**src/design/unicycle_heading_speed_controller_top_macros.svh**
```systemverilog
// assertion macros used by the control law rtl
`ifndef UNICYCLE_HEADING_SPEED_CONTROLLER_TOP_MACROS_SVH
`define UNICYCLE_HEADING_SPEED_CONTROLLER_TOP_MACROS_SVH

// condition now implies a consequence after the delay given by n
`define UHSC_ASSERT_AFTER(label, clk, rst, cond, n, conseq) \
   label: assert property (@(posedge clk) disable iff (rst) (cond) |-> ##n (conseq)) \
      else $error("controller check failed");

// condition now implies a consequence in the same cycle
`define UHSC_ASSERT_NOW(label, clk, rst, cond, conseq) \
   label: assert property (@(posedge clk) disable iff (rst) (cond) |-> (conseq)) \
      else $error("controller check failed");

`endif

```
**src/design/uhsc_pkg.sv**
```systemverilog
// shared types, constants and tables of the heading and speed controller
package uhsc_pkg;

   // datapath widths
   localparam int X_W        = 35;   // cordic x and y, signed
   localparam int Z_W        = 28;   // cordic angle, 2^-24 rad, signed
   localparam int E_W        = 29;   // turn error before rounding, signed
   localparam int MAG_W      = 26;   // magnitude, Q14.12 unsigned
   localparam int PRESCALE   = 8;
   localparam int MAG_SHIFT  = 16 + PRESCALE;
   localparam int ATAN_DEPTH = 24;
   localparam int CSR_INDEX_W = 3;

   localparam logic signed [Z_W-1:0] ANG_HALF_PI = 28'sd26353589;
   localparam logic signed [E_W-1:0] ANG_PI      = 29'sd52707179;
   localparam logic signed [E_W-1:0] ANG_TWO_PI  = 29'sd105414357;
   localparam logic [15:0]           INV_GAIN    = 16'd39796;

   // atan(2^-i) in units of 2^-24 rad
   localparam logic signed [Z_W-1:0] ATAN_TAB [ATAN_DEPTH] = '{
      28'sd13176795, 28'sd7778716, 28'sd4110060, 28'sd2086331, 28'sd1047214,
      28'sd524117,   28'sd262123,  28'sd131069,  28'sd65536,   28'sd32768,
      28'sd16384,    28'sd8192,    28'sd4096,    28'sd2048,    28'sd1024,
      28'sd512,      28'sd256,     28'sd128,     28'sd64,      28'sd32,
      28'sd16,       28'sd8,       28'sd4,       28'sd2
   };

   typedef enum logic [CSR_INDEX_W-1:0] {
      REG_LINEAR_GAIN         = 3'd0,
      REG_ANGULAR_GAIN        = 3'd1,
      REG_LINEAR_MAX          = 3'd2,
      REG_ANGULAR_MAX         = 3'd3,
      REG_TURN_STOP_THRESHOLD = 3'd4,
      REG_ANGULAR_MIN_STOPPED = 3'd5,
      REG_ANGULAR_MIN_MOVING  = 3'd6,
      REG_LINEAR_MIN          = 3'd7
   } csr_index_type;

   typedef struct packed {
      logic [15:0] linear_gain;
      logic [15:0] angular_gain;
      logic [14:0] linear_max;
      logic [14:0] angular_max;
      logic [14:0] turn_stop_threshold;
      logic [14:0] angular_min_stopped;
      logic [14:0] angular_min_moving;
      logic [14:0] linear_min;
   } cfg_type;

   localparam cfg_type CFG_RESET = '{
      linear_gain:         16'd625,
      angular_gain:        16'd1249,
      linear_max:          15'd2048,
      angular_max:         15'd12288,
      turn_stop_threshold: 15'd205,
      angular_min_stopped: 15'd4096,
      angular_min_moving:  15'd2458,
      linear_min:          15'd0
   };

   // word handed from cell to cell
   typedef struct packed {
      logic                  zero;
      logic signed [X_W-1:0] x;
      logic signed [X_W-1:0] y;
      logic signed [Z_W-1:0] z;
      logic [14:0]           heading;
   } cordic_word_type;

endpackage

```
**src/design/uhsc_cordic_cell.sv**
```systemverilog
// one vectoring cordic cell: a micro-rotation and its pipeline register
module uhsc_cordic_cell #(
   parameter int STAGE = 0
) (
   input  logic                      clock,
   input  logic                      reset,
   input  logic                      in_valid,
   input  uhsc_pkg::cordic_word_type in_word,
   output logic                      out_valid,
   output uhsc_pkg::cordic_word_type out_word
);
   import uhsc_pkg::*;

   cordic_word_type       word_in, word_ff;
   logic                  valid_ff;
   logic signed [X_W-1:0] dx, dy;

   always_comb begin
      dx = in_word.y >>> STAGE;
      dy = in_word.x >>> STAGE;
      word_in = in_word;
      if (in_word.y > 0) begin
         word_in.x = in_word.x + dx;
         word_in.y = in_word.y - dy;
         word_in.z = in_word.z + ATAN_TAB[STAGE];
      end else begin
         word_in.x = in_word.x - dx;
         word_in.y = in_word.y + dy;
         word_in.z = in_word.z - ATAN_TAB[STAGE];
      end
   end

   always_ff @(posedge clock) begin
      if (reset) begin
         valid_ff <= 1'b0;
      end else begin
         valid_ff <= in_valid;
      end
   end

   always_ff @(posedge clock) begin
      word_ff <= word_in;
   end

   assign out_valid = valid_ff;
   assign out_word  = word_ff;

endmodule

```
**config.mk**
```make
export PLATFORM = sky130hd
export DESIGN_NAME = uhsc_cordic_cell
export DESIGN_NICKNAME = d
export VERILOG_FILES = /design/src/design/unicycle_heading_speed_controller_top_macros.svh /design/src/design/uhsc_pkg.sv /design/src/design/uhsc_cordic_cell.sv
export SDC_FILE = /design/constraint.sdc
export NUM_CORES = 1
export LEC_CHECK = 0
export BUFFER_PORTS_ARGS = -buffer_cell sky130_fd_sc_hd__clkbuf_2
export CELL_PAD_IN_SITES_DETAIL_PLACEMENT = 1
export CELL_PAD_IN_SITES_GLOBAL_PLACEMENT = 2
export CORE_MARGIN = 3
export CORE_UTILIZATION = 34
export DETAILED_ROUTE_END_ITERATION = 8
export PLACE_DENSITY_LB_ADDON = 0.15
export SETUP_SLACK_MARGIN = 0.15
export SLEW_MARGIN = 20
export SYNTH_ARGS = -nofsm -noshare
export SYNTH_HDL_FRONTEND = slang
export SYNTH_SLANG_ARGS = --single-unit
export TNS_END_PERCENT = 30
```
**constraint.sdc**
```tcl
create_clock -name clock -period 7.1 [get_ports clock]
set_clock_uncertainty 0.05 [all_clocks]
set_input_delay 1.42 -clock clock [delete_from_list [all_inputs] [get_ports clock]]
set_output_delay 1.42 -clock clock [all_outputs]
set_load 0.005 [all_outputs]
```
* After elaboration in Yosys (flattened, before gate mapping)
Cells that the tools add are included.
** Operators by class
- Add/subtract/negate cells :: 5
- Multiplexer cells :: 1
- Magnitude comparators :: 1
** Operator list (count)
- $mux W98 :: 1
- $sub A35 B35 Y35 :: 2
- $add A35 B35 Y35 :: 1
- $gt A35 B1 Y1 const B :: 1
- $add A28 B25 Y28 const B :: 1
- $sub A28 B25 Y28 const B :: 1
** Storage, ports and cells
- Register bits :: 115
- Logic and storage cells :: 13
- Input port bits :: 117
- Output and inout port bits :: 115

* Logic depth before layout (Yosys ltp)
- Word-level depth :: 2
- Mapped depth :: 18

* Worst setup path before layout
OpenSTA, ideal clock, no wires.
- Kind :: in2reg
- Start :: input port in_word[59] (netlist name)
- End :: register word_ff (netlist bit out_word[41])
- Setup time :: 0.118 ns
- Path slack :: 1.882 ns
- Stages :: 17
- Path buffers :: 3
- Required time :: 6.932 ns
- Arrival :: 5.050 ns
- Path through :: nor4_1 nand3_1 nor3_1 or2_2 clkbuf_1 clkbuf_1 buf_1 ha_1 nand2b_1 a211oi_1 o311ai_1 o21ai_0 a41o_1 o21ai_1 o31ai_1 a21o_1 xor2_1
** RTL lines
- start: declaration :: RTL line uhsc_cordic_cell.sv:8 : input uhsc_pkg::cordic_word_type in_word,
- end signal: assignment :: RTL line uhsc_cordic_cell.sv:42 : word_ff <= word_in;
- end: declaration :: RTL line uhsc_cordic_cell.sv:14 : cordic_word_type word_in, word_ff;

==> summary.md <==
| Metric | Value |
|---|---|
| Worst-Margin Slew | between 1000 and 1500 ps |
| Crit path kind | in2reg |
| Die Y | between 150 and 200 um |
| Fin Setup TNS | 0 ps |
| Yosys warns | 0 |
| CTS Buffer Depth | 2 |
| Yosys reg bits | roughly 110 |
| Crit path DAT | between 5000 and 6000 ps |
| First-pass GRT wire length | between 50000 and 60000 um |
| Pin count of the biggest net entering global routing | 63 |
| First-pass DRT Iterations | 7 |
| Crit. End Element | flip-flop |
| Leak | about 0.0056 uW |
| TritonCTS Sinks | around 110 |
| Critical Path Fanout Max | 39 |
| Drt initial violations | between 600 and 700 |
| Max frequency | about 180 MHz |
| HP Class | in2reg |
| Max-slew violation count | 0 |
| GRT Total Usage | 23.28% |
| Register Area | about 0.0023 mm2 |
| RSZ-0062 raised after global routing | no |
| Port-buffer cells | roughly 230 |
| Clock-pin slew on the worst setup and hold paths | ~70 ps |
| H-tree Lvls | 4 |
| Max_slew headroom | between 30% and 40% |
| Worst Setup Start Kind | primary input |
| Initial antenna violation count | 2 |
| WL final | roughly 37000 um |
| Number of setup buffers added after CTS | 0 |
| Cells after Synth | roughly 1.2k |
| Status | complete, no violations |
| FILL cells | ~3.5k |
| Cell Area, Synth | around 0.01 mm2 |
| Final worst path period share | 77.61% |
| PostCTS Resize Cnt | 0 |
| Final hold vios | 0 |
| Vias in the first global route | between 9k and 10k |
| I/O pin count | 232 |
| Total number of vias | ~10k |
| Vias per cell | 5.354 |
| WP data required | around 7400 ps |
| Detail Route Antenna Nets | 0 |
| Num CTS Buffers | 17 |
| Global route overflow | 0 |
| Hold-fix buffers, CTS | 0 |
| Fin cells | roughly 1.8k |
| CTS tree | yes |
| DR DRC count | 0 |
| Initial Util | 34.80% |
| Synth-to-layout area growth | 21.11% |
| Ys async rst share | 0% |
| Nets | about 1.7k |
| Number of synthesized flops with an enable pin | 0 |
| Die area | slightly above 0.03 mm2 |
| Core Area | around 0.028 mm2 |
| WL/cell | 19.95 um |
| Ys flop type | dfxtp_1 |
| Syn nets | 1498 |
| Max-cap violations | 0 |
| Netlist cell types | roughly 70 |
| Die width | around 180 um |
| Mean Syn Cell Area | 7.826 um2 |
| Routability Congestion | about 0.88 |
| DP HPWL | 29480 um |
| Placed insts | approximately 1.8k |
| Layout cells sized above 1 | a little under 20% |
| Setup violations, final | 0 |
| Site Rows | 61 |
| Pwr dens | about 230 mW/mm2 |
| Peak supply drop | 147.6 uV |
| Clock period minus worst slack | 5510 ps |
| Sequential area share after synthesis | a little under a quarter |
| Multi-input gate area | slightly below 0.007 mm2 |
| Clock root buffer | clkbuf_16 |
path summary, 6_finish.rpt:
path,startpoint,to,slack (ps),depth (start not counted)
max,in_word[65],out_word[35],1590,17
min,in_word[8],out_word[8],1040,1
worst max-delay path, cell delays in order:
cell      delay (ps)
clkbuf_2         120
nor4_1           710
nand3_1          220
nor3_1           210
or2_4            200
inv_2            260
buf_4            410
ha_1             430
a21oi_1          240
o21ai_0          110
a21oi_1          230
a21boi_0         160
o21ai_0          280
nor2b_1          230
o21ai_0          140
a31oi_1          240
xnor2_1          130
sequential cells by signal, indices dropped and copies added (netlist names):
signal,cells
out_word,113
out_valid,1
layout make-up:
type,count,share of cell area [%]
multi-input combinational,967,57.86
clock inverter,14,1.522
tap,378,3.995
inverter,118,3.742
antenna,1,0.02114
sequential,114,19.28
clock buffer,18,3.625
timing repair buffer,234,9.957
cell usage in the layout (no fill, tap or decap), types with 11 or more instances in the layout:
master / count
nor2b_1: 21
inv_1: 117
ha_1: 128
mux2i_1: 20
nor4_1: 17
o21a_1: 18
a21o_1: 34
o21ai_0: 79
o211ai_1: 17
nand2b_1: 18
clkbuf_16: 17
xnor2_1: 79
or3_1: 11
clkbuf_2: 231
dfxtp_1: 114
a21oi_1: 145
o21bai_1: 28
a211oi_1: 15
nand3_1: 20
nand4_1: 14
nor3_1: 20
nor2_1: 91
nand2_1: 57
metrics by stage:
stage | instance area [um2] | hold slack, ps | utilization [%] | setup WS, ps | total power (uW)
final | 11840 | 1043 | 42.15 | 1590 | 2668
after global routing | 11840 | 1027 | 42.15 | 1108 | 2824
after CTS | 11840 | 1020 | 42.14 | 1552 | 2696
after detailed placement | 11230 | 1474 | 39.97 | 1119 | 1753
after global placement | 11230 | 1472 | 39.97 | 1189 | 1746
after floorplan | 9774 | 1398 | - | 1882 | 1371
cells in the mapped netlist (all sizes together) (6+ instances only):
library cell | n | area [um2]
nor3 | 20 | 100.1
a21oi | 145 | 725.7
nand2 | 58 | 220.2
mux2i | 20 | 200.2
a211oi | 15 | 112.6
or3 | 11 | 68.82
nand3 | 20 | 100.1
ha | 128 | 1602
o21a | 18 | 135.1
o21bai | 28 | 210.2
a21o | 34 | 255.2
o211ai | 18 | 140.1
a31oi | 10 | 62.56
nand4 | 14 | 87.58
clkbuf | 34 | 127.6
and3 | 8 | 50.05
or4 | 9 | 71.32
xor2 | 10 | 87.58
nand2b | 18 | 112.6
o21ai | 82 | 410.4
o221ai | 6 | 52.55
inv | 118 | 442.9
nor2b | 21 | 131.4
nor2 | 91 | 341.6
nor4 | 17 | 106.4
dfxtp | 114 | 2282
buf | 16 | 75.07
or2 | 7 | 43.79
xnor2 | 79 | 691.9
per-layer routing:
metal,vias up,routed length (um),share of wire [%],track usage (%)
met5,-,0,0,0
met4,0,704,1.9,6.532
met3,39,1690,4.6,2.962
met2,276,16900,46,38.20
met1,4717,17500,48,32.15
li1,4840,-,-,-
logic make-up (layout without fill, tap and decap cells):
group                    after synthesis  after routing  share of synthesized area (%)
multiplexers                          20             20                          2.048
buffers and inverters                168            384                          6.605
flip-flops                           114            114                          23.35
adder cells (fa/ha/maj)              132            132                          17.20
AND/OR/NAND/NOR                      309            309                          15.83
XOR/XNOR                              89             89                          7.975
AO/OA/AOI/OAI                        417            417                          26.98
other                                  0              1                              0
report_power, final:
part / switching (uW) / internal (uW) / leakage (uW)
clock: 368 / 559 / 0.000285
combinational: 547 / 379 / 0.00440
sequential: 40.8 / 775 / 0.000962
No activity file was read; power rests on OpenSTA's default activity.
