<file path="config.mk">
export PLATFORM = sky130hd
export DESIGN_NAME = uhsc_law
export DESIGN_NICKNAME = d
export VERILOG_FILES = /design/src/design/uhsc_pkg.sv /design/src/design/uhsc_law.sv
export VERILOG_INCLUDE_DIRS = /design/src /design/src/design
export SDC_FILE = /design/constraint.sdc
export NUM_CORES = 2
export LEC_CHECK = 0
export BUFFER_PORTS_ARGS = -buffer_cell sky130_fd_sc_hd__buf_2
export CORE_ASPECT_RATIO = 1.1
export CORE_MARGIN = 2
export CORE_UTILIZATION = 60
export CTS_BUF_LIST = sky130_fd_sc_hd__clkbuf_4
export DETAILED_ROUTE_END_ITERATION = 7
export GPL_TIMING_DRIVEN = 0
export HOLD_SLACK_MARGIN = 0.05
export PLACE_DENSITY_LB_ADDON = 0.1
export SETUP_SLACK_MARGIN = 0.02
export SLEW_MARGIN = 30
export SYNTH_ARGS = -nofsm -noshare
export SYNTH_HDL_FRONTEND = slang
export SYNTH_SLANG_ARGS = --single-unit
</file>
<file path="constraint.sdc">
create_clock -name clock -period 9.98 [get_ports clock]
set_input_delay 1.497 -clock clock [delete_from_list [all_inputs] [get_ports clock]]
set_output_delay 1.497 -clock clock [all_outputs]
set_load 0.05 [all_outputs]
</file>
<file path="src/design/unicycle_heading_speed_controller_top_macros.svh">
// assertion macros used by the control law rtl
`ifndef UNICYCLE_HEADING_SPEED_CONTROLLER_TOP_MACROS_SVH
`define UNICYCLE_HEADING_SPEED_CONTROLLER_TOP_MACROS_SVH

// condition now implies a consequence after the delay given by n
`define UHSC_ASSERT_AFTER(label, clk, rst, cond, n, conseq) \
   label: assert property (@(posedge clk) disable iff (rst) (cond) |-> ##n (conseq)) \
      else $error("controller check failed");

// condition now implies a consequence in the same cycle
`define UHSC_ASSERT_NOW(label, clk, rst, cond, conseq) \
   label: assert property (@(posedge clk) disable iff (rst) (cond) |-> (conseq)) \
      else $error("controller check failed");

`endif

</file>
<file path="src/design/uhsc_pkg.sv">
// shared types, constants and tables of the heading and speed controller
package uhsc_pkg;

   // datapath widths
   localparam int X_W        = 35;   // cordic x and y, signed
   localparam int Z_W        = 28;   // cordic angle, 2^-24 rad, signed
   localparam int E_W        = 29;   // turn error before rounding, signed
   localparam int MAG_W      = 26;   // magnitude, Q14.12 unsigned
   localparam int PRESCALE   = 8;
   localparam int MAG_SHIFT  = 16 + PRESCALE;
   localparam int ATAN_DEPTH = 24;
   localparam int CSR_INDEX_W = 3;

   localparam logic signed [Z_W-1:0] ANG_HALF_PI = 28'sd26353589;
   localparam logic signed [E_W-1:0] ANG_PI      = 29'sd52707179;
   localparam logic signed [E_W-1:0] ANG_TWO_PI  = 29'sd105414357;
   localparam logic [15:0]           INV_GAIN    = 16'd39796;

   // atan(2^-i) in units of 2^-24 rad
   localparam logic signed [Z_W-1:0] ATAN_TAB [ATAN_DEPTH] = '{
      28'sd13176795, 28'sd7778716, 28'sd4110060, 28'sd2086331, 28'sd1047214,
      28'sd524117,   28'sd262123,  28'sd131069,  28'sd65536,   28'sd32768,
      28'sd16384,    28'sd8192,    28'sd4096,    28'sd2048,    28'sd1024,
      28'sd512,      28'sd256,     28'sd128,     28'sd64,      28'sd32,
      28'sd16,       28'sd8,       28'sd4,       28'sd2
   };

   typedef enum logic [CSR_INDEX_W-1:0] {
      REG_LINEAR_GAIN         = 3'd0,
      REG_ANGULAR_GAIN        = 3'd1,
      REG_LINEAR_MAX          = 3'd2,
      REG_ANGULAR_MAX         = 3'd3,
      REG_TURN_STOP_THRESHOLD = 3'd4,
      REG_ANGULAR_MIN_STOPPED = 3'd5,
      REG_ANGULAR_MIN_MOVING  = 3'd6,
      REG_LINEAR_MIN          = 3'd7
   } csr_index_type;

   typedef struct packed {
      logic [15:0] linear_gain;
      logic [15:0] angular_gain;
      logic [14:0] linear_max;
      logic [14:0] angular_max;
      logic [14:0] turn_stop_threshold;
      logic [14:0] angular_min_stopped;
      logic [14:0] angular_min_moving;
      logic [14:0] linear_min;
   } cfg_type;

   localparam cfg_type CFG_RESET = '{
      linear_gain:         16'd625,
      angular_gain:        16'd1249,
      linear_max:          15'd2048,
      angular_max:         15'd12288,
      turn_stop_threshold: 15'd205,
      angular_min_stopped: 15'd4096,
      angular_min_moving:  15'd2458,
      linear_min:          15'd0
   };

   // word handed from cell to cell
   typedef struct packed {
      logic                  zero;
      logic signed [X_W-1:0] x;
      logic signed [X_W-1:0] y;
      logic signed [Z_W-1:0] z;
      logic [14:0]           heading;
   } cordic_word_type;

endpackage

</file>
<file path="src/design/uhsc_law.sv">
// control law pipeline: magnitude, error wrap, speed gains and saturation
`include "unicycle_heading_speed_controller_top_macros.svh"

module uhsc_law (
   input  logic                      clock,
   input  logic                      reset,
   input  uhsc_pkg::cfg_type         cfg,
   input  logic                      in_valid,
   input  uhsc_pkg::cordic_word_type in_word,
   output logic                      out_strobe,
   output logic [14:0]               out_linear_speed,
   output logic signed [15:0]        out_angular_speed
);
   import uhsc_pkg::*;

   localparam int STAGES = 7;
   localparam int PROD_W = X_W - 1 + 16;
   localparam int LP_W   = 16 + MAG_W;
   localparam int LS_W   = LP_W - 12 + 1;
   localparam int AP_W   = 31;
   localparam int AS_W   = AP_W - 12 + 1;

   function automatic logic signed [E_W-1:0] wrap_step(input logic signed [E_W-1:0] e);
      if (e < -ANG_PI) begin
         return e + ANG_TWO_PI;
      end else if (e >= ANG_PI) begin
         return e - ANG_TWO_PI;
      end
      return e;
   endfunction

   logic [STAGES-1:0] valid_in, valid_ff;

   // stage a
   logic [PROD_W-1:0]     prod_a_in, prod_a_ff;
   logic                  mag_ok_a_in, mag_ok_a_ff;
   logic signed [E_W-1:0] err_a_in, err_a_ff;
   logic signed [Z_W-1:0] z_use;
   // stage b
   logic [MAG_W-1:0]      mag_b_in, mag_b_ff;
   logic signed [E_W-1:0] err_b_in, err_b_ff;
   // stage c
   logic [LP_W-1:0]       linprod_c_in, linprod_c_ff;
   logic signed [E_W-1:0] err_c_in, err_c_ff;
   // stage d
   logic [LS_W-1:0]       linsum_d_in, linsum_d_ff;
   logic signed [15:0]    err12_d_in, err12_d_ff;
   logic signed [E_W:0]   err_round;
   // stage e
   logic [14:0]           lin_e_in, lin_e_ff;
   logic [14:0]           aerr_e_in, aerr_e_ff;
   logic                  neg_e_in, neg_e_ff;
   logic                  ezero_e_in, ezero_e_ff;
   logic                  stop;
   logic [15:0]           err_neg;
   // stage f
   logic [AP_W-1:0]       aprod_f_in, aprod_f_ff;
   logic [14:0]           offset_f_in, offset_f_ff;
   logic [14:0]           lin_f_in, lin_f_ff;
   logic                  neg_f_in, neg_f_ff;
   logic                  ezero_f_in, ezero_f_ff;
   // stage g
   logic [14:0]           linear_g_in, linear_g_ff;
   logic signed [15:0]    angular_g_in, angular_g_ff;
   logic [AS_W-1:0]       tsum;
   logic [14:0]           tcap;

   assign valid_in = {valid_ff[STAGES-2:0], in_valid};

   always_comb begin
      // a: magnitude product and raw turn error
      mag_ok_a_in = !in_word.zero && (in_word.x > 0);
      prod_a_in   = PROD_W'(in_word.x[X_W-2:0]) * PROD_W'(INV_GAIN);
      z_use       = in_word.zero ? '0 : in_word.z;
      err_a_in    = E_W'(z_use) - signed'(E_W'({in_word.heading, 12'd0}));
      // b: round magnitude, first wrap
      mag_b_in = mag_ok_a_ff
               ? MAG_W'((prod_a_ff + (PROD_W'(1) << (MAG_SHIFT - 1))) >> MAG_SHIFT)
               : '0;
      err_b_in = wrap_step(err_a_ff);
      // c: linear gain, second wrap
      linprod_c_in = LP_W'(cfg.linear_gain) * LP_W'(mag_b_ff);
      err_c_in     = wrap_step(err_b_ff);
      // d: base speed add, round error to q3.12
      linsum_d_in = LS_W'(cfg.linear_min) + LS_W'(linprod_c_ff >> 12);
      err_round   = (E_W+1)'(err_c_ff) + (E_W+1)'(2048);
      err12_d_in  = 16'(err_round >>> 12);
      // e: cap, and stop when the turn error is above the stop threshold
      stop       = $signed({err12_d_ff[15], err12_d_ff})
                 > $signed({2'b00, cfg.turn_stop_threshold});
      lin_e_in   = (linsum_d_ff > LS_W'(cfg.linear_max)) ? cfg.linear_max
                                                         : linsum_d_ff[14:0];
      if (stop) begin
         lin_e_in = '0;
      end
      err_neg    = 16'(-err12_d_ff);
      neg_e_in   = err12_d_ff[15];
      aerr_e_in  = neg_e_in ? err_neg[14:0] : err12_d_ff[14:0];
      ezero_e_in = (err12_d_ff == '0);
      // f: angular gain, pick offset
      aprod_f_in  = AP_W'(cfg.angular_gain) * AP_W'(aerr_e_ff);
      offset_f_in = (lin_e_ff == '0) ? cfg.angular_min_stopped : cfg.angular_min_moving;
      lin_f_in    = lin_e_ff;
      neg_f_in    = neg_e_ff;
      ezero_f_in  = ezero_e_ff;
      // g: offset add, saturate, apply sign
      tsum = AS_W'(aprod_f_ff >> 12) + AS_W'(offset_f_ff);
      tcap = (tsum > AS_W'(cfg.angular_max)) ? cfg.angular_max : tsum[14:0];
      if (ezero_f_ff) begin
         angular_g_in = '0;
      end else if (neg_f_ff) begin
         angular_g_in = -$signed({1'b0, tcap});
      end else begin
         angular_g_in = $signed({1'b0, tcap});
      end
      linear_g_in = lin_f_ff;
   end

   always_ff @(posedge clock) begin
      if (reset) begin
         valid_ff <= '0;
      end else begin
         valid_ff <= valid_in;
      end
   end

   always_ff @(posedge clock) begin
      prod_a_ff    <= prod_a_in;
      mag_ok_a_ff  <= mag_ok_a_in;
      err_a_ff     <= err_a_in;
      mag_b_ff     <= mag_b_in;
      err_b_ff     <= err_b_in;
      linprod_c_ff <= linprod_c_in;
      err_c_ff     <= err_c_in;
      linsum_d_ff  <= linsum_d_in;
      err12_d_ff   <= err12_d_in;
      lin_e_ff     <= lin_e_in;
      aerr_e_ff    <= aerr_e_in;
      neg_e_ff     <= neg_e_in;
      ezero_e_ff   <= ezero_e_in;
      aprod_f_ff   <= aprod_f_in;
      offset_f_ff  <= offset_f_in;
      lin_f_ff     <= lin_f_in;
      neg_f_ff     <= neg_f_in;
      ezero_f_ff   <= ezero_f_in;
      linear_g_ff  <= linear_g_in;
      angular_g_ff <= angular_g_in;
   end

   assign out_strobe        = valid_ff[STAGES-1];
   assign out_linear_speed  = linear_g_ff;
   assign out_angular_speed = angular_g_ff;

   // zero error leaves no turn command at the output
   `UHSC_ASSERT_AFTER(a_zero_err_no_turn, clock, reset, valid_ff[4] && ezero_e_ff, 2, out_strobe && out_angular_speed == 0)
   // a stopped robot stays stopped at the output
   `UHSC_ASSERT_AFTER(a_stop_kept, clock, reset, valid_ff[4] && lin_e_ff == 0, 2, out_strobe && out_linear_speed == 0)
   // turn direction follows the sign of the error
   `UHSC_ASSERT_AFTER(a_neg_turn, clock, reset, valid_ff[4] && neg_e_ff, 2, out_angular_speed[15] || out_angular_speed == 0)
   `UHSC_ASSERT_AFTER(a_pos_turn, clock, reset, valid_ff[4] && !neg_e_ff, 2, !out_angular_speed[15])

endmodule

</file>
=== Word level (Yosys, flattened, before mapping) ===
Cells that the tools add are included.

* Register bits after elaboration: 383
* Bits of input ports: 239
* Output and inout port bits: 32
* Word-level logic and storage cells: 66

* Add/sub/neg operators: 11
* Multiply operators: 3
* $lt $le $gt $ge: 8
* Muxes and demuxes: 16
* Bitwise logic cells: 1
* Reductions and logical operators: 5

{| class="wikitable"
|+ Operators with widths
! cell !! number
|-
| 28-bit 2-to-1 mux || 4
|-
| 29-bit 2-to-1 mux || 3
|-
| 15-bit 2-to-1 mux || 5
|-
| 29-bit by 27-bit >= comparator with 1-bit output, second input constant || 2
|-
| 29-bit by 27-bit < comparator with 1-bit output, second input constant || 2
|-
| 50-bit by 24-bit adder with 50-bit output, second input constant || 1
|-
| 34-bit by 14-bit multiplier with 48-bit output, second input constant || 1
|-
| 16-bit by 26-bit multiplier with 42-bit output || 1
|-
| 35-bit by 1-bit greater-than comparator with 1-bit output, second input constant || 1
|-
| 15-bit by 30-bit adder with 31-bit output || 1
|-
| 31-bit by 15-bit greater-than comparator with 1-bit output || 1
|-
| 16-bit by 15-bit multiplier with 31-bit output || 1
|-
| 29-bit by 28-bit adder with 29-bit output, second input constant || 1
|-
| 28-bit by 28-bit subtractor with 29-bit output || 1
|-
| 29-bit by 28-bit subtractor with 29-bit output, second input constant || 1
|-
| 28-bit by 13-bit adder with 28-bit output, second input constant || 1
|-
| 28-bit adder, second input constant || 1
|-
| 28-bit subtractor, second input constant || 1
|-
| 19-bit by 15-bit adder with 20-bit output || 1
|-
| 20-bit by 15-bit greater-than comparator with 1-bit output || 1
|-
| 16-bit greater-than comparator || 1
|-
| 16-bit logical NOT || 1
|-
| 15-bit negator with 16-bit output || 1
|-
| 15-bit logical NOT || 1
|-
| 6 further kinds || 9
|}

=== Depth between registers and ports, before layout ===
* Word-level depth: 5
* Gate-level depth with buffers: 28
* Depth with buffers taken out: 26

=== Worst setup path after synthesis ===
Ideal clock, no wire load.

* Kind: input to register
* From: input port cfg[113] (netlist bit)
* To: register linprod_c_ff[41]
* Arrival: 8.007 ns
* Data required time: 9.908 ns
* Setup slack: 1.901 ns
* Stages: 26
* Path through: clkbuf_1 > clkbuf_1 > nand2_1 > fa_1 > inv_1 > fa_1 > inv_1 > fa_1 > inv_1 > fa_1 > fa_1 > inv_1 > fa_1 > inv_1 > ha_1 > a21o_1 > a21o_1 > a2111oi_2 > o41ai_1 > a311o_1 > a211o_1 > a41oi_2 > o21ai_1 > a211o_1 > a21oi_2 > xnor2_1

* Word-level cells in the longest chain between the ends: 1

{| class="wikitable"
|+ RTL lines
! what !! RTL line !! text
|-
| start: declaration || uhsc_law.sv:7 || <nowiki>input uhsc_pkg::cfg_type cfg,</nowiki>
|-
| 16-bit by 26-bit multiplier with 42-bit output || uhsc_law.sv:82 || <nowiki>linprod_c_in = LP_W'(cfg.linear_gain) * LP_W'(mag_b_ff);</nowiki>
|-
| named net linprod_c_in[41] || uhsc_law.sv:43 || <nowiki>logic [LP_W-1:0] linprod_c_in, linprod_c_ff;</nowiki>
|-
| end signal: assignment || uhsc_law.sv:133 || <nowiki>linprod_c_ff <= linprod_c_in;</nowiki>
|-
| end: declaration || uhsc_law.sv:43 ||
|}

The timed path passes the listed nets, and every way through them passes these cells.
A chain may end at the register's enable or synchronous reset.

=== Worst setup path after layout ===
* From: input port cfg[114] (netlist bit)
* To: register linprod_c_ff[41]

The elaborated chain is that of the path after synthesis.

==> out/metrics.csv <==
metric;value;unit
grt_pass1_vias;34360;
synth_cells;4824;
status;complete, no violations;
path_buf_inv;7;
synthToLayoutAreaGrowth;7.790;%
wire_per_inst;17.18;µm
grt_start_max_net_pins;18;
cts_tree;yes;
nets;6668;
gr-usage-met3;5.219;%
min_path_type;reg2reg;
skew;0.06041;ns
drive_gt1_share;8.260;%
port_buffers;231;
ys_async_sr_fraction;0;%
grt_antenna_before_repair;10;
critPathRequiredTime;10.74;ns
final_max_slew_viol_count;0;
grtUsageMet2;48.44;%
coreArea;73390;µm²
place.gp.congestion;0.9428;
grt_use_met1;36.79;%
fin_crit;8.264;ns
postCtsHoldBufs;0;
dieArea;76430;µm²
cts_max_level;3;
grt-busiest-layer;met2;
ant_nets;0;
start_util;60.69;%
yosys.cell_types.count;71;
cts_sinks;327;
postCtsSetupRepairBufs;0;
crit_fanout;10;
grt_use_total;28.57;%
drv_cap;0;
setup_violations;0;
worst_setup_path_end_kind;flip-flop;
io-pin-count;271;
cpMaxStageDelayCell;fa_1;
worst_pin_slew;0.9397;ns
relSlewSlack;36.53;%
seqCellArea;6546;µm²
fillers;6406;
clk_latency;0.85;ns
drc;0;
stdcell_count;6165;
die_y;289.8;µm
grt_pass1_wl;173500;µm
drt-initial-drc-count;1817;
cts_root_buffer;clkbuf_4;
hold_viol;0;
yosysSeqAreaShare;14.70;%
synth_edf_count;0;
crit_path_start_kind;input pin;
wl;105900;µm
slowest_delay;0.56;ns
die-width;263.8;µm
ctsResizeCount;0;
fmax;0.1210;GHz
viasPerCell;5.388;
cpMostUsedCell;fa_1;
yosysWarnings;0;
rsz0062_at_grt;false;
multi_input_area;33690;µm²
numCtsBuffers;85;
synth_flop_cell;dfxtp_1;
syn_nets;6347;
grt_overflow;0;
cp_top_family;adder cells;
dp_cells;6012;
dp_hpwl;88270;µm
clockBufferDepth;3;
ys_ff_latch;327;
via_count;33220;
rows;104;
setup_tns;0;ns
dr.pass1.iters;5;
syn_area;44540;µm²
critPathArrivalTime;9.02;ns
worstSetupPathType;in2reg;
path_clk_slew;0.06;ns
post-route-period-util;82.80;%
synth.avg_cell_area;9.233;µm²
state kept, by name, indices dropped and copies added (netlist names):
register,flops
aerr_e_ff,15
aprod_f_ff,19
err12_d_ff,16
err_a_ff,29
err_b_ff,29
err_c_ff,17
ezero_e_ff,1
ezero_f_ff,1
lin_e_ff,15
lin_f_ff,15
linprod_c_ff,30
linsum_d_ff,31
mag_b_ff,26
mag_ok_a_ff,1
neg_e_ff,1
neg_f_ff,1
offset_f_ff,15
out_angular_speed,16
out_linear_speed,15
prod_a_ff,27
valid_ff,7
cell usage after synthesis, drive strengths merged, types with 73 or more instances:
| library cell | number | area share [%] |
|---|---|---|
| a21o | 77 | 1.3 |
| a21oi | 133 | 1.5 |
| and2 | 300 | 4.2 |
| clkbuf | 118 | 0.99 |
| dfxtp | 327 | 15 |
| fa | 731 | 33 |
| ha | 553 | 16 |
| inv | 1023 | 8.6 |
| nand2 | 508 | 4.3 |
| nand3 | 73 | 0.82 |
| nor2 | 148 | 1.2 |
| o21ai | 99 | 1.1 |
| xnor2 | 148 | 2.9 |
metal layers:
metal | share of wire [%] | wire [µm]
met3 | 7.0 | 7435
met1 | 42 | 44040
met2 | 48 | 50400
met4 | 3.7 | 3962
met5 | 0.065 | 69
path summary, 6_finish.rpt:
check	from	slack (ns)	cells after the start	to
worst max-delay path	cfg[114]	1.72	26	linprod_c_ff[41]$_DFF_P_
worst min-delay path	lin_f_ff[13]$_DFF_P_	0.31	0	out_linear_speed[13]$_DFF_P_
worst max register to register	mag_b_ff[7]$_SDFF_PN0_	2.07	25	linprod_c_ff[41]$_DFF_P_
worst min register to register	lin_f_ff[13]$_DFF_P_	0.31	0	out_linear_speed[13]$_DFF_P_
cells in the final DEF (no fill, tap or decap), types with 49 or more instances in the layout:
cell type  count
clkbuf_4     114
nand3_1       73
xor2_1        57
ha_1         553
inv_1       1023
fa_1         731
nor2b_1       57
a21oi_1      132
nor2_1       148
a21o_1        77
dfxtp_1      327
nor3_1        50
o21ai_0       97
clkbuf_1     118
xnor2_1      148
buf_2        234
nand2_1      508
nand4_1       49
and2_1       300
o21a_1        53
final cells by class:
class	count	area share [%]
multi-input combinational	3351	70.18
sequential	327	13.64
inverter	1023	7.999
tap	954	2.486
timing repair buffer	234	2.453
clock buffer	114	1.783
buffer	123	0.9800
clock inverter	34	0.4561
antenna	5	0.02606
logic make-up after synthesis:
| logic type | share of synthesized area (%) |
|---|---|
| multiplexers | 1.433 |
| flip-flops | 14.70 |
| AND/OR/NAND/NOR | 14.20 |
| buffers and inverters | 9.678 |
| adder cells (fa/ha/maj) | 48.39 |
| XOR/XNOR | 4.031 |
| AO/OA/AOI/OAI | 7.563 |
per-stage QoR:
stage / cell area [µm²] / utilization, % / hold WS, ns / worst slack [ns]
after floorplan: 44540 / - / 0.3096 / 1.901
final: 48010 / 65.41 / 0.3141 / 1.716
after global placement: 46890 / 63.89 / 0.3099 / 0.9413
after CTS: 47990 / 65.40 / 0.3257 / 1.808
after detailed placement: 46920 / 63.93 / 0.3121 / 0.9037
after global routing: 48010 / 65.41 / 0.3178 / 1.468
Power is not shown: default switching activity piles up to over one toggle a cycle in this logic, so the estimate is an artifact.
